`src/sv/string_hash_bucket_index_defines.svh`:
```
// Assertion macros for the string hash bucket index modules; shb_mod includes them.
`ifndef STRING_HASH_BUCKET_INDEX_DEFINES_SVH
`define STRING_HASH_BUCKET_INDEX_DEFINES_SVH

// Same-cycle implication, disabled during reset.
`define SHB_ASSERT_IMP(name, ante, cons, msg) \
  name: assert property (@(posedge clk) disable iff (rst) (ante) |-> (cons)) else $error(msg);

// Next-cycle implication, disabled during reset.
`define SHB_ASSERT_NXT(name, ante, cons, msg) \
  name: assert property (@(posedge clk) disable iff (rst) (ante) |=> (cons)) else $error(msg);

`endif

```
`src/sv/shb_pkg.sv`:
```
// Shared types, constants and the hash step function for the string hash bucket index.
package shb_pkg;

  localparam int HASH_W = 32;
  localparam int CHAR_W = 8;
  localparam int SIZE_W = 16;
  localparam int CNT_W  = $clog2(HASH_W);
  localparam int ROT    = 5;

  localparam logic [HASH_W-1:0] HASH_SEED = 32'hBAE86554;

  // Request from the hash unit to the serial modulo unit
  typedef struct packed {
    logic              start;
    logic [HASH_W-1:0] hash;
  } div_req_t;

  // Modulo unit states, one-hot
  typedef enum logic [2:0] {
    S_IDLE = 3'b001,
    S_RUN  = 3'b010,
    S_HOLD = 3'b100
  } mod_state_t;

  // XOR with the sign-extended character, then rotate left
  function automatic logic [HASH_W-1:0] hash_step(input logic [HASH_W-1:0] h,
                                                  input logic [CHAR_W-1:0] c);
    logic [HASH_W-1:0] x;
    x = h ^ {{(HASH_W-CHAR_W){c[CHAR_W-1]}}, c};
    return {x[HASH_W-1-ROT:0], x[HASH_W-1:HASH_W-ROT]};
  endfunction

endpackage

```
`src/sv/string_hash_bucket_index.sv`:
```
// The running hash takes one word per clock while the block is idle. The word that ends a key
// starts a bit-serial modulo by table_size, one quotient bit per cycle over the 32 hash bits,
// and input is held off until the modulo ends. A finished result waits in the output register,
// and the next key can stream in meanwhile; if that result is still not taken when the next
// modulo ends, input stays held until it is. table_size is to be written through cfg_wen/
// cfg_wdata only while the block is idle; the block itself does not enforce this. Zero gives
// bucket index 0. Output tdata: bucket_index in [15:0], full_hash in [47:16].
module string_hash_bucket_index (
  input  logic        clk,
  input  logic        rst,
  input  logic        cfg_wen,
  input  logic [15:0] cfg_wdata,     // table_size
  input  logic        s_axis_tvalid,
  output logic        s_axis_tready,
  input  logic [7:0]  s_axis_tdata,  // [7:0] char_byte
  input  logic        s_axis_tuser,  // [0] char_absent
  input  logic        s_axis_tlast,  // end_of_key
  output logic        m_axis_tvalid,
  input  logic        m_axis_tready,
  output logic [47:0] m_axis_tdata   // [15:0] bucket_index, [47:16] full_hash
);

  logic [shb_pkg::SIZE_W-1:0] table_size;
  logic                       in_fire;
  logic                       mod_idle;
  shb_pkg::div_req_t          req;

  // Table size register
  always_ff @(posedge clk) begin
    if (rst) begin
      table_size <= shb_pkg::SIZE_W'(1);
    end else if (cfg_wen) begin
      table_size <= cfg_wdata;
    end
  end

  assign s_axis_tready = mod_idle;
  assign in_fire       = s_axis_tvalid & s_axis_tready;

  shb_hash u_hash (
    .clk         (clk),
    .rst         (rst),
    .accept      (in_fire),
    .char_byte   (s_axis_tdata),
    .char_absent (s_axis_tuser),
    .end_of_key  (s_axis_tlast),
    .req         (req)
  );

  shb_mod u_mod (
    .clk        (clk),
    .rst        (rst),
    .req        (req),
    .divisor    (table_size),
    .idle       (mod_idle),
    .out_valid  (m_axis_tvalid),
    .out_ready  (m_axis_tready),
    .out_bucket (m_axis_tdata[15:0]),
    .out_hash   (m_axis_tdata[47:16])
  );

endmodule

```
`src/sv/shb_hash.sv`:
```
// Running hash register: folds in the character of each accepted word unless it is absent, seed reload at end of key.
module shb_hash (
  input  logic                                 clk,
  input  logic                                 rst,
  input  logic                                 accept,
  input  logic [shb_pkg::CHAR_W-1:0]           char_byte,
  input  logic                                 char_absent,
  input  logic                                 end_of_key,
  output shb_pkg::div_req_t                    req
);

  logic [shb_pkg::HASH_W-1:0] running_hash;
  logic [shb_pkg::HASH_W-1:0] hash_val;

  // Hash including the current word
  assign hash_val = char_absent ? running_hash
                                : shb_pkg::hash_step(running_hash, char_byte);

  // Finished hash goes to the modulo unit on the end word
  assign req.start = accept & end_of_key;
  assign req.hash  = hash_val;

  always_ff @(posedge clk) begin
    if (rst) begin
      running_hash <= shb_pkg::HASH_SEED;
    end else if (accept) begin
      running_hash <= end_of_key ? shb_pkg::HASH_SEED : hash_val;
    end
  end

endmodule

```
`src/sv/shb_mod.sv`:
```
// Bit-serial restoring modulo unit with output register.
`include "string_hash_bucket_index_defines.svh"

module shb_mod (
  input  logic                                 clk,
  input  logic                                 rst,
  input  shb_pkg::div_req_t                    req,
  input  logic [shb_pkg::SIZE_W-1:0]           divisor,
  output logic                                 idle,
  output logic                                 out_valid,
  input  logic                                 out_ready,
  output logic [shb_pkg::SIZE_W-1:0]           out_bucket,
  output logic [shb_pkg::HASH_W-1:0]           out_hash
);

  shb_pkg::mod_state_t          state;
  logic [shb_pkg::CNT_W-1:0]    cnt;
  logic [shb_pkg::HASH_W-1:0]   dvd;
  logic [shb_pkg::HASH_W-1:0]   hash;
  logic [shb_pkg::SIZE_W-1:0]   dvs;
  logic [shb_pkg::SIZE_W-1:0]   rem;
  logic [shb_pkg::SIZE_W:0]     rem_sh;
  logic [shb_pkg::SIZE_W:0]     rem_step;
  logic [shb_pkg::SIZE_W-1:0]   bucket;
  logic                         out_free;
  logic                         in_run;
  logic                         in_hold;
  logic                         out_load;

  // One quotient bit per cycle: shift in the next dividend bit, subtract if it fits
  assign rem_sh   = {rem, dvd[shb_pkg::HASH_W-1]};
  assign rem_step = (rem_sh >= {1'b0, dvs}) ? (rem_sh - {1'b0, dvs}) : rem_sh;
  // Zero table size gives bucket zero
  assign bucket   = (dvs == '0) ? '0 : rem_step[shb_pkg::SIZE_W-1:0];

  assign idle     = (state == shb_pkg::S_IDLE);
  assign in_run   = (state == shb_pkg::S_RUN);
  assign in_hold  = (state == shb_pkg::S_HOLD);
  assign out_free = ~out_valid | out_ready;
  // Result enters the output register once the last step is done and the slot is free
  assign out_load = ((in_run && (cnt == '0)) || in_hold) && out_free;

  // Control
  always_ff @(posedge clk) begin
    if (rst) begin
      state     <= shb_pkg::S_IDLE;
      out_valid <= 1'b0;
    end else begin
      if (out_load) begin
        out_valid <= 1'b1;
      end else if (out_ready) begin
        out_valid <= 1'b0;
      end
      case (state)
        shb_pkg::S_IDLE: begin
          if (req.start) begin
            state <= shb_pkg::S_RUN;
          end
        end
        shb_pkg::S_RUN: begin
          if (cnt == '0) begin
            if (out_free) begin
              state <= shb_pkg::S_IDLE;
            end else begin
              state <= shb_pkg::S_HOLD;
            end
          end
        end
        shb_pkg::S_HOLD: begin
          if (out_free) begin
            state <= shb_pkg::S_IDLE;
          end
        end
        default: begin
          state <= shb_pkg::S_IDLE;
        end
      endcase
    end
  end

  // Datapath
  always_ff @(posedge clk) begin
    case (state)
      shb_pkg::S_IDLE: begin
        if (req.start) begin
          dvd  <= req.hash;
          hash <= req.hash;
          dvs  <= divisor;
          rem  <= '0;
          cnt  <= shb_pkg::CNT_W'(shb_pkg::HASH_W - 1);
        end
      end
      shb_pkg::S_RUN: begin
        dvd <= {dvd[shb_pkg::HASH_W-2:0], 1'b0};
        cnt <= cnt - 1'b1;
        if (cnt == '0) begin
          rem <= bucket;
          if (out_free) begin
            out_bucket <= bucket;
            out_hash   <= hash;
          end
        end else begin
          rem <= rem_step[shb_pkg::SIZE_W-1:0];
        end
      end
      shb_pkg::S_HOLD: begin
        if (out_free) begin
          out_bucket <= rem;
          out_hash   <= hash;
        end
      end
      default: begin
      end
    endcase
  end

  // Checks
  `SHB_ASSERT_IMP(a_start_idle, req.start, state == shb_pkg::S_IDLE, "start while modulo busy")
  `SHB_ASSERT_IMP(a_rem_below, in_run && (dvs != '0), rem < dvs, "remainder out of range")
  `SHB_ASSERT_NXT(a_run_ends, in_run && (cnt == '0), !in_run, "modulo overran")
  `SHB_ASSERT_IMP(a_out_src, $rose(out_valid), $past(in_run || in_hold), "result without modulo")

endmodule

```
`config.mk`:
```
export PLATFORM = sky130hd
export DESIGN_NAME = string_hash_bucket_index
export DESIGN_NICKNAME = d
export VERILOG_FILES = /design/src/sv/shb_pkg.sv /design/src/sv/string_hash_bucket_index.sv /design/src/sv/shb_hash.sv /design/src/sv/shb_mod.sv
export VERILOG_INCLUDE_DIRS = /design/src /design/src/sv
export SDC_FILE = /design/constraint.sdc
export NUM_CORES = 1
export LEC_CHECK = 0
export BUFFER_PORTS_ARGS = -buffer_cell sky130_fd_sc_hd__buf_2
export CAP_MARGIN = 0
export CORE_ASPECT_RATIO = 0.8
export CORE_MARGIN = 2
export CORE_UTILIZATION = 50
export DETAILED_ROUTE_END_ITERATION = 7
export PLACE_DENSITY_LB_ADDON = 0.2
export SLEW_MARGIN = 20
export SYNTH_ARGS = -nofsm -noshare
export SYNTH_HDL_FRONTEND = slang
export SYNTH_SLANG_ARGS = --single-unit
```
`constraint.sdc`:
```
create_clock -name clk -period 3.8 [get_ports clk]
set_input_delay 0.76 -clock clk [delete_from_list [all_inputs] [get_ports clk]]
set_output_delay 0.76 -clock clk [all_outputs]
set_load 0.01 [all_outputs]
```
==> flow_metrics.tcl, run 1 <==
set metrics [dict create \
    drive_gt1_frac 0.185 \
    synth_edf_count 149 \
    min_period_ns 2.92 \
    synth_seq_area_share 0.628 \
    drc 0 \
    p_leak_nw 3.83 \
    cp-end-kind "flip-flop" \
    maxSlewHeadroom 0.500 \
    drv_cap 0 \
    cts_htree_levels 1 \
    powerDensity_nw_per_um2 483 \
    async_flop_share 0 \
    first_global_vias 5469 \
    rsz0062_at_grt "no" \
    ys_ff_latch 201 \
    clk_pin_slew_ns 0.06 \
    setup_viol 0 \
    maxSlewViolCount 0 \
    die_h_um 123 \
    cts_setup_buffers 0 \
    vias_per_cell 5.47 \
    whs_ns 0.418 \
    grt_first_pass_wirelength_mm 29.1 \
    gp_congestion 0.878 \
    wl_per_cell_um 17.4 \
    final_nets 869 \
    fmax_mhz 342 \
    critPathArrivalTime_ns 3.14 \
    synth_cell_types 54 \
    vias 5782 \
    cts_resized 0 \
    ant_nets 0 \
    start_kind "flip-flop" \
    cts_buffer_depth 3 \
    min_path_type "flip-flop to flip-flop" \
    dp_hpwl_mm 12.7 \
    finalHoldViolCount 0 \
    nFillCells 1460 \
    syn_to_final_growth_pct 14.2 \
    outcome "complete, no violations" \
    synth_most_common_cell "edfxtp_1" \
    syn_nets 790 \
    cts_made_buffers 20 \
    port_buffers 80 \
    dr.pass1.iters 4 \
    crit_type "flip-flop to flip-flop" \
    synth_top_area_frac 0.510 \
    die_w_um 152 \
    grtUsageTotal 0.195 \
    syn-instance-count 740 \
    cts_hold_buf 0 \
    cp_data_required_time_ns 4.02 \
    synthesis.area_um2 8780 \
    clock_sinks 201 \
    cts_tree "built" \
    core-area_um2 17300 \
    grt_max_degree 58 \
    yosys-top-cells-count "edfxtp_1, nand2_1, nor2_1" \
    placed_cell_area_um2 9400 \
    peakVddDrop_v 0.000289 \
    fin_setup_tns_ns 0 \
    rows 43 \
    ios 81 \
    power_mw 4.84 \
    grt_overflow 0 \
    yosys_warnings 0 \
    avgSynthCellArea_um2 11.9 \
    antenna_found_initial 0 \
    max_slew.worst_pin.slew_ns 0.750 \
    fin_crit_sh 0.769 \
    cts_root_buffer "clkbuf_16" \
    postRouteWirelength_mm 18.4 \
    ys.flop_type "edfxtp_1" \
    skew_ns 0.0187 \
    drt-initial-drc-count 403 \
    initial_core_util 0.508 \
    insertion_delay_ns 0.50 \
    num_antenna_cells 0 \
    die-area_um2 18600 \
    yosysTopAreaCell "edfxtp_1" \
    design_area_um2 10000 \
    critPathMaxFanout 16 \
    synth_area_leaders "edfxtp_1, dfxtp_1, xnor2_1, nand2_1, mux2i_1" \
]
==> cell families (layout without fill, tap and decap cells) <==
kind of cell               count (synthesis)  in the layout  synth area share
buffers and inverters                     79            172            0.0379
AOI/OAI and AO/OA                        146            146             0.105
and+or+nand+nor                          203            203             0.100
muxes                                     47             47            0.0559
DFF                                      201            201             0.628
xor gates and xnor gates                  45             45            0.0449
adders and majority gates                 19             19            0.0279
==> layout by cell type, fill, tap and decap left out, types with 14 or more instances in the layout <==
| cell type | instances |
|---|---|
| xnor2_1 | 40 |
| nor2_1 | 76 |
| a21oi_1 | 31 |
| mux2i_1 | 31 |
| a22oi_1 | 16 |
| inv_1 | 41 |
| buf_4 | 14 |
| edfxtp_1 | 149 |
| o211ai_1 | 17 |
| ha_1 | 18 |
| dfxtp_1 | 52 |
| nand2_1 | 84 |
| buf_2 | 80 |
| o21ai_0 | 40 |
| mux2_2 | 16 |
| clkbuf_16 | 20 |
| o21ai_1 | 19 |
==> power by group <==
| part | internal (mW) | switching (mW) | total (mW) |
|---|---|---|---|
| Combinational | 0.176 | 0.279 | 0.455 |
| Clock | 1.07 | 0.797 | 1.87 |
| Sequential | 2.47 | 0.0488 | 2.52 |
| Total | 3.71 | 1.12 | 4.84 |
==> path summary, 6_finish.rpt <==
check	from	to	slack [ns]	depth (start not counted)
worst min register to register	u_mod.hash[9]$_DFFE_PP_	u_mod.out_hash[9]$_DFFE_PP_	0.42	0
worst max register to register	u_mod.rem[10]$_SDFFCE_PN0P_	u_mod.out_bucket[7]$_DFFE_PP_	0.88	9
worst min-delay path	u_mod.hash[9]$_DFFE_PP_	u_mod.out_hash[9]$_DFFE_PP_	0.42	0
worst max-delay path	u_mod.rem[10]$_SDFFCE_PN0P_	u_mod.out_bucket[7]$_DFFE_PP_	0.88	9
==> area by class of cell <==
type / count / area, um^2 / area share
flip-flops and latches: 201 / 5520 / 0.550
multi-input cells: 460 / 2940 / 0.293
clock buffers: 27 / 537 / 0.0536
repair buffers: 94 / 505 / 0.0504
well taps: 225 / 282 / 0.0281
inverters: 42 / 158 / 0.0157
clock inverters: 9 / 86.3 / 0.00861
==> sequential cells by signal, indices dropped and copies added, names as in the netlist, 5 cells and up <==
name	flops
u_mod.dvs	16
table_size	16
u_mod.rem	16
u_mod.cnt	5
u_hash.running_hash	32
u_mod.hash	32
u_mod.out_bucket	16
u_mod.dvd	32
u_mod.out_hash	32
==> critical path, stage by stage, from the launching register on <==
cell      delay [ns]
edfxtp_1        0.42
ha_1            0.47
nand2_1         0.12
o21a_2          0.26
a211o_2         0.33
a31o_2          0.23
o311ai_4        0.07
buf_4           0.35
mux2i_1         0.30
o21ai_1         0.10
==> metrics by stage <==
step	instances	utilization	setup WS [ns]
6_report	1058	0.580	0.877
5_1_grt	1058	0.580	0.750
4_1_cts	1058	0.580	0.892
3_5_place_dp	1022	0.544	0.910
3_3_place_gp	1022	0.544	0.998
2_1_floorplan	740	-	1.02
==> routing by layer <==
layer | global-route usage | vias to the layer above | part of all wire
met5 | 0 | - | 0
met2 | 0.286 | 140 | 0.42
met4 | 0.0426 | 0 | 0.016
met3 | 0.0360 | 23 | 0.049
li1 | - | 2812 | -
met1 | 0.303 | 2807 | 0.51
Note: power is estimated with default switching activity, not from simulation.
==> run 2: changes to the inputs <==
==> constraint.sdc (replaced) <==
create_clock -name clk -period 2.45 [get_ports clk]
set_input_delay 0.49 -clock clk [delete_from_list [all_inputs] [get_ports clk]]
set_output_delay 0.49 -clock clk [all_outputs]
set_load 0.01 [all_outputs]
==> flow_metrics.tcl, run 2 (synthesis results as in run 1) <==
set metrics [dict create \
    nFillCells 1342 \
    peakVddDrop_v 0.000527 \
    powerDensity_nw_per_um2 728 \
    min_path_type "primary input to flip-flop" \
    syn_to_final_growth_pct 25.4 \
    max_slew.worst_pin.slew_ns 0.801 \
    critPathMaxFanout 7 \
    fin_setup_tns_ns -2.67 \
    p_int_mw 6.13 \
    ant_nets 0 \
    cts_hold_buf 0 \
    drc 0 \
    initial_core_util 0.508 \
    die_h_um 123 \
    p_leak_nw 4.19 \
    r2r_slack_ns -0.14 \
    grt_overflow 0 \
    combPwrFrac 0.119 \
    port_buffers 80 \
    ios 81 \
    wl_per_cell_um 17.7 \
    fin_cells 1127 \
    vias_per_cell 5.43 \
    crit_type "flip-flop to flip-flop" \
    pwr-share-clk 0.393 \
    num_antenna_cells 0 \
    first_global_vias 6090 \
    finalHoldViolCount 0 \
    layout_commonest_cell "edfxtp_1" \
    drt-initial-drc-count 441 \
    grt_first_pass_wirelength_mm 32.1 \
    cts_buffer_depth 3 \
    grt_max_degree 58 \
    critPathArrivalTime_ns 2.95 \
    skew_ns 0.0180 \
    dp_hpwl_mm 13.4 \
    maxSlewViolCount 0 \
    start_kind "flip-flop" \
    switching_power_mw 1.89 \
    violations "negative setup slack" \
    switching_share 0.235 \
    dp_cells 1076 \
    die_w_um 152 \
    cp_data_required_time_ns 2.82 \
    postRouteWirelength_mm 20.0 \
    antenna_found_initial 0 \
    clk_pin_slew_ns 0.07 \
    cts_tree "built" \
    final_nets 937 \
    fin_crit_sh 1.06 \
    dr.pass1.iters 4 \
    pre_cts_ws_ns -0.235 \
    insertion_delay_ns 0.51 \
    grtUsageTotal 0.216 \
    cts_made_buffers 21 \
    fmax_mhz 386 \
    cts_htree_levels 1 \
    gp_congestion 0.861 \
    min_period_ns 2.59 \
    rsz0062_at_grt "yes" \
    maxSlewHeadroom 0.466 \
    power_frac_seq 0.487 \
    rows 43 \
    worst_slack_ns -0.139 \
    drv_cap 0 \
    core-area_um2 17300 \
    setup_viol 32 \
    outcome "complete, but fails checks" \
    clock_sinks 201 \
    drive_gt1_frac 0.297 \
    final_cell_mix "edfxtp_1, nand2_1, buf_2" \
    cts_root_buffer "clkbuf_16" \
    cp-end-kind "flip-flop" \
    die-area_um2 18600 \
    vias 6116 \
]
## run 2: changes by cell type in the layout (fill, tap and decap cells not counted), moves of 7 or more
| cell | change |
|---|---|
| ha_4 | +9 |
| ha_1 | -9 |
| mux2i_4 | +7 |
| buf_4 | +57 |
| buf_12 | +8 |
| mux2i_1 | -15 |
| mux2i_2 | +8 |
## run 2: path summary, 6_finish.rpt
check | from | end | cells after the start
max reg2reg | u_mod.rem[10]$_SDFFCE_PN0P_ | u_mod.out_bucket[0]$_DFFE_PP_ | 10
min reg2reg | u_mod.hash[11]$_DFFE_PP_ | u_mod.out_hash[11]$_DFFE_PP_ | 0
max | u_mod.rem[10]$_SDFFCE_PN0P_ | u_mod.out_bucket[0]$_DFFE_PP_ | 10
min | cfg_wdata[0] | table_size[0]$_SDFFE_PP1P_ | 2
## run 2: per-stage QoR
| stage | hold WS [ns] | cell area, um^2 | utilization | power, mW |
|---|---|---|---|---|
| 2_1_floorplan | 0.400 | 8830 | - | 4.49 |
| 3_3_place_gp | 0.403 | 9930 | 0.575 | 4.77 |
| 3_5_place_dp | 0.405 | 9930 | 0.575 | 4.80 |
| 4_1_cts | 0.198 | 10900 | 0.628 | 8.04 |
| 5_1_grt | 0.208 | 11000 | 0.638 | 8.32 |
| 6_report | 0.218 | 11000 | 0.638 | 8.02 |
## run 2: cell type report
cell class | instances | area [um^2] | area share
sequential | 201 | 5520 | 0.501
multi-input combinational | 460 | 3250 | 0.295
timing repair buffer | 161 | 1120 | 0.101
clock buffer | 26 | 564 | 0.0512
tap | 225 | 282 | 0.0256
inverter | 42 | 158 | 0.0143
clock inverter | 12 | 125 | 0.0114
## run 2: metal layers
layer / global-route usage / part of all wire / vias to the layer above / routed length [um]
li1: - / - / 2935 / -
met1: 0.319 / 0.49 / 2998 / 9710
met2: 0.333 / 0.45 / 152 / 8910
met3: 0.0364 / 0.049 / 31 / 970
met4: 0.0596 / 0.020 / 0 / 409
met5: 0 / 0 / - / 0
## run 2: critical path: stages, from the launching register on
cell,delay [ns]
edfxtp_1,0.45
ha_4,0.35
nand2_4,0.06
o21a_4,0.19
a211o_2,0.33
a31o_4,0.21
o311ai_4,0.10
buf_4,0.18
buf_12,0.13
mux2_4,0.33
o21ai_2,0.13
## run 2: repair_timing
action / in CTS / in global routing
resized for setup: 32 / 26
pin swaps: 15 / 5
setup buffers: 5 / 9
gates cloned: 1 / 0
endpoints found under the setup margin: 32 / 32
## run 2: power by group through the flow
| stage | Sequential [mW] | Combinational (mW) | Clock (mW) |
|---|---|---|---|
| floorplan | 3.95 | 0.537 | 0 |
| global placement | 3.97 | 0.804 | 0 |
| detailed placement | 3.98 | 0.824 | 0 |
| CTS | 3.91 | 0.904 | 3.22 |
| global route | 3.92 | 1.05 | 3.35 |
| finish | 3.91 | 0.956 | 3.15 |
==> run 3: changes to the inputs <==
==> constraint.sdc (replaced) <==
create_clock -name clk -period 3 [get_ports clk]
set_input_delay 0.6 -clock clk [delete_from_list [all_inputs] [get_ports clk]]
set_output_delay 0.6 -clock clk [all_outputs]
set_load 0.01 [all_outputs]
==> flow_metrics.tcl, run 3 (synthesis results as in run 1) <==
set metrics [dict create \
    core-area_um2 17300 \
    peakVddDrop_v 0.000348 \
    cp_data_required_time_ns 3.33 \
    ios 81 \
    rows 43 \
    insertion_delay_ns 0.49 \
    pre_cts_ws_ns -0.0580 \
    combPwrFrac 0.096 \
    cts_root_buffer "clkbuf_16" \
    start_kind "flip-flop" \
    critPathMaxStageDelay_ns 0.50 \
    cts_made_buffers 20 \
    outcome "complete, no violations" \
    critPathMaxFanout 9 \
    skew_ns 0.00703 \
    reg2regPathDepth 10 \
    maxSlewViolCount 0 \
    vias_per_cell 5.44 \
    fmax_mhz 348 \
    layout_commonest_cell "edfxtp_1" \
    cp-end-kind "flip-flop" \
    vias 5809 \
    min_path_cells 2 \
    syn_to_final_growth_pct 15.9 \
    dr.pass1.iters 5 \
    grt_max_degree 58 \
    final_cell_mix "edfxtp_1, nand2_1, buf_2" \
    setup_viol 0 \
    fin_crit_sh 0.957 \
    final_nets 878 \
    postRouteWirelength_mm 18.7 \
    max_slew.worst_pin.slew_ns 0.860 \
    power_frac_seq 0.508 \
    first_global_vias 5563 \
    drc 0 \
    clock_sinks 201 \
    crit_chain "ha_1, buf_4, a21oi_1, o21a_2, a211o_2, a31o_2, o311ai_4, buf_6, mux2_2, o21ai_1" \
    grt_overflow 0 \
    ant_nets 0 \
    whs_ns 0.336 \
    drt-initial-drc-count 589 \
    p_leak_nw 3.88 \
    clk_pin_slew_ns 0.06 \
    p_int_mw 4.84 \
    die_h_um 123 \
    port_buffers 80 \
    min_path_type "primary input to flip-flop" \
    grtUsageTotal 0.203 \
    cts_buffer_depth 3 \
    min_period_ns 2.87 \
    cts_htree_levels 1 \
    die-area_um2 18600 \
    switching_power_mw 1.44 \
    rsz0062_at_grt "yes" \
    initial_core_util 0.508 \
    cp_slowest_cell "edfxtp_1" \
    grt_first_pass_wirelength_mm 30.0 \
    crit_type "flip-flop to flip-flop" \
    worst_slack_ns 0.128 \
    drive_gt1_frac 0.200 \
    switching_share 0.229 \
    maxSlewHeadroom 0.426 \
    powerDensity_nw_per_um2 617 \
    num_antenna_cells 0 \
    gp_congestion 0.849 \
    finalHoldViolCount 0 \
    drv_cap 0 \
    critPathArrivalTime_ns 3.21 \
    pwr-share-clk 0.396 \
    wl_per_cell_um 17.5 \
    nFillCells 1443 \
    cts_tree "built" \
    dp_hpwl_mm 12.8 \
    antenna_found_initial 0 \
    die_w_um 152 \
]
-- run 3: changes by cell type in the layout (fill, tap and decap cells not counted), moves of 5 or more --
cell | previous run | this run
ha_1 | 9 | 18
mux2i_2 | 8 | 3
mux2i_1 | 16 | 28
buf_12 | 8 | 2
buf_4 | 71 | 19
ha_4 | 9 | 0
mux2i_4 | 7 | 0
-- run 3: path summary, 6_finish.rpt --
path,end,startpoint,slack [ns]
max,u_mod.out_bucket[0]$_DFFE_PP_,u_mod.rem[9]$_SDFFCE_PN0P_,0.13
min,table_size[0]$_SDFFE_PP1P_,cfg_wdata[0],0.34
max reg2reg,u_mod.out_bucket[0]$_DFFE_PP_,u_mod.rem[9]$_SDFFCE_PN0P_,0.13
min reg2reg,u_mod.dvs[0]$_DFFE_PP_,table_size[0]$_SDFFE_PP1P_,0.42
-- run 3: what timing repair did --
item | CTS | global route
buffers inserted | 2 | 0
setup endpoints to repair | 28 | 21
hold buffers | 0 | 0
pin swaps | 1 | 0
endpoints found under the hold margin | 0 | 0
gates resized for setup | 0 | 6
-- run 3: layout make-up --
cell class                 instances  area (um^2)  share of cell area
clock inverter                    11          103              0.0101
tap                              225          282              0.0277
clock buffer                      25          551              0.0541
sequential                       201         5520               0.542
multi-input combinational        460         2960               0.291
inverter                          42          158              0.0155
timing repair buffer             103          606              0.0595
-- run 3: worst max-delay path, delay by kind of cell (launching register included) --
family / cells / cell delay (ns)
AO/OA/AOI/OAI: 6 / 1.14
buffers and inverters: 2 / 0.38
multiplexers: 1 / 0.36
flip-flops: 1 / 0.50
adder cells (fa/ha/maj): 1 / 0.35
-- run 3: per-layer routing --
layer | global-route usage | part of all wire | vias to the layer above
li1 | - | - | 2810
met1 | 0.325 | 0.52 | 2803
met2 | 0.287 | 0.41 | 175
met3 | 0.0325 | 0.057 | 21
met4 | 0.0473 | 0.012 | 0
met5 | 0 | 0 | -
-- run 3: metrics by stage --
| stage | TNS [ns] | util | power (mW) | instance area (um^2) | std cells |
|---|---|---|---|---|---|
| 2_1_floorplan | 0 | - | 3.66 | 8780 | 740 |
| 3_3_place_gp | 0 | 0.549 | 3.82 | 9480 | 1029 |
| 3_5_place_dp | -0.598 | 0.549 | 3.84 | 9480 | 1029 |
| 4_1_cts | 0 | 0.588 | 6.32 | 10200 | 1067 |
| 5_1_grt | -0.00359 | 0.589 | 6.52 | 10200 | 1067 |
| 6_report | 0 | 0.589 | 6.28 | 10200 | 1067 |
-- run 3: power by group through the flow --
stage | logic [mW] | registers (mW) | clock network, mW
2_1_floorplan | 0.432 | 3.23 | 0
3_3_place_gp | 0.577 | 3.24 | 0
3_5_place_dp | 0.591 | 3.25 | 0
4_1_cts | 0.597 | 3.19 | 2.54
5_1_grt | 0.676 | 3.20 | 2.64
6_report | 0.603 | 3.19 | 2.49
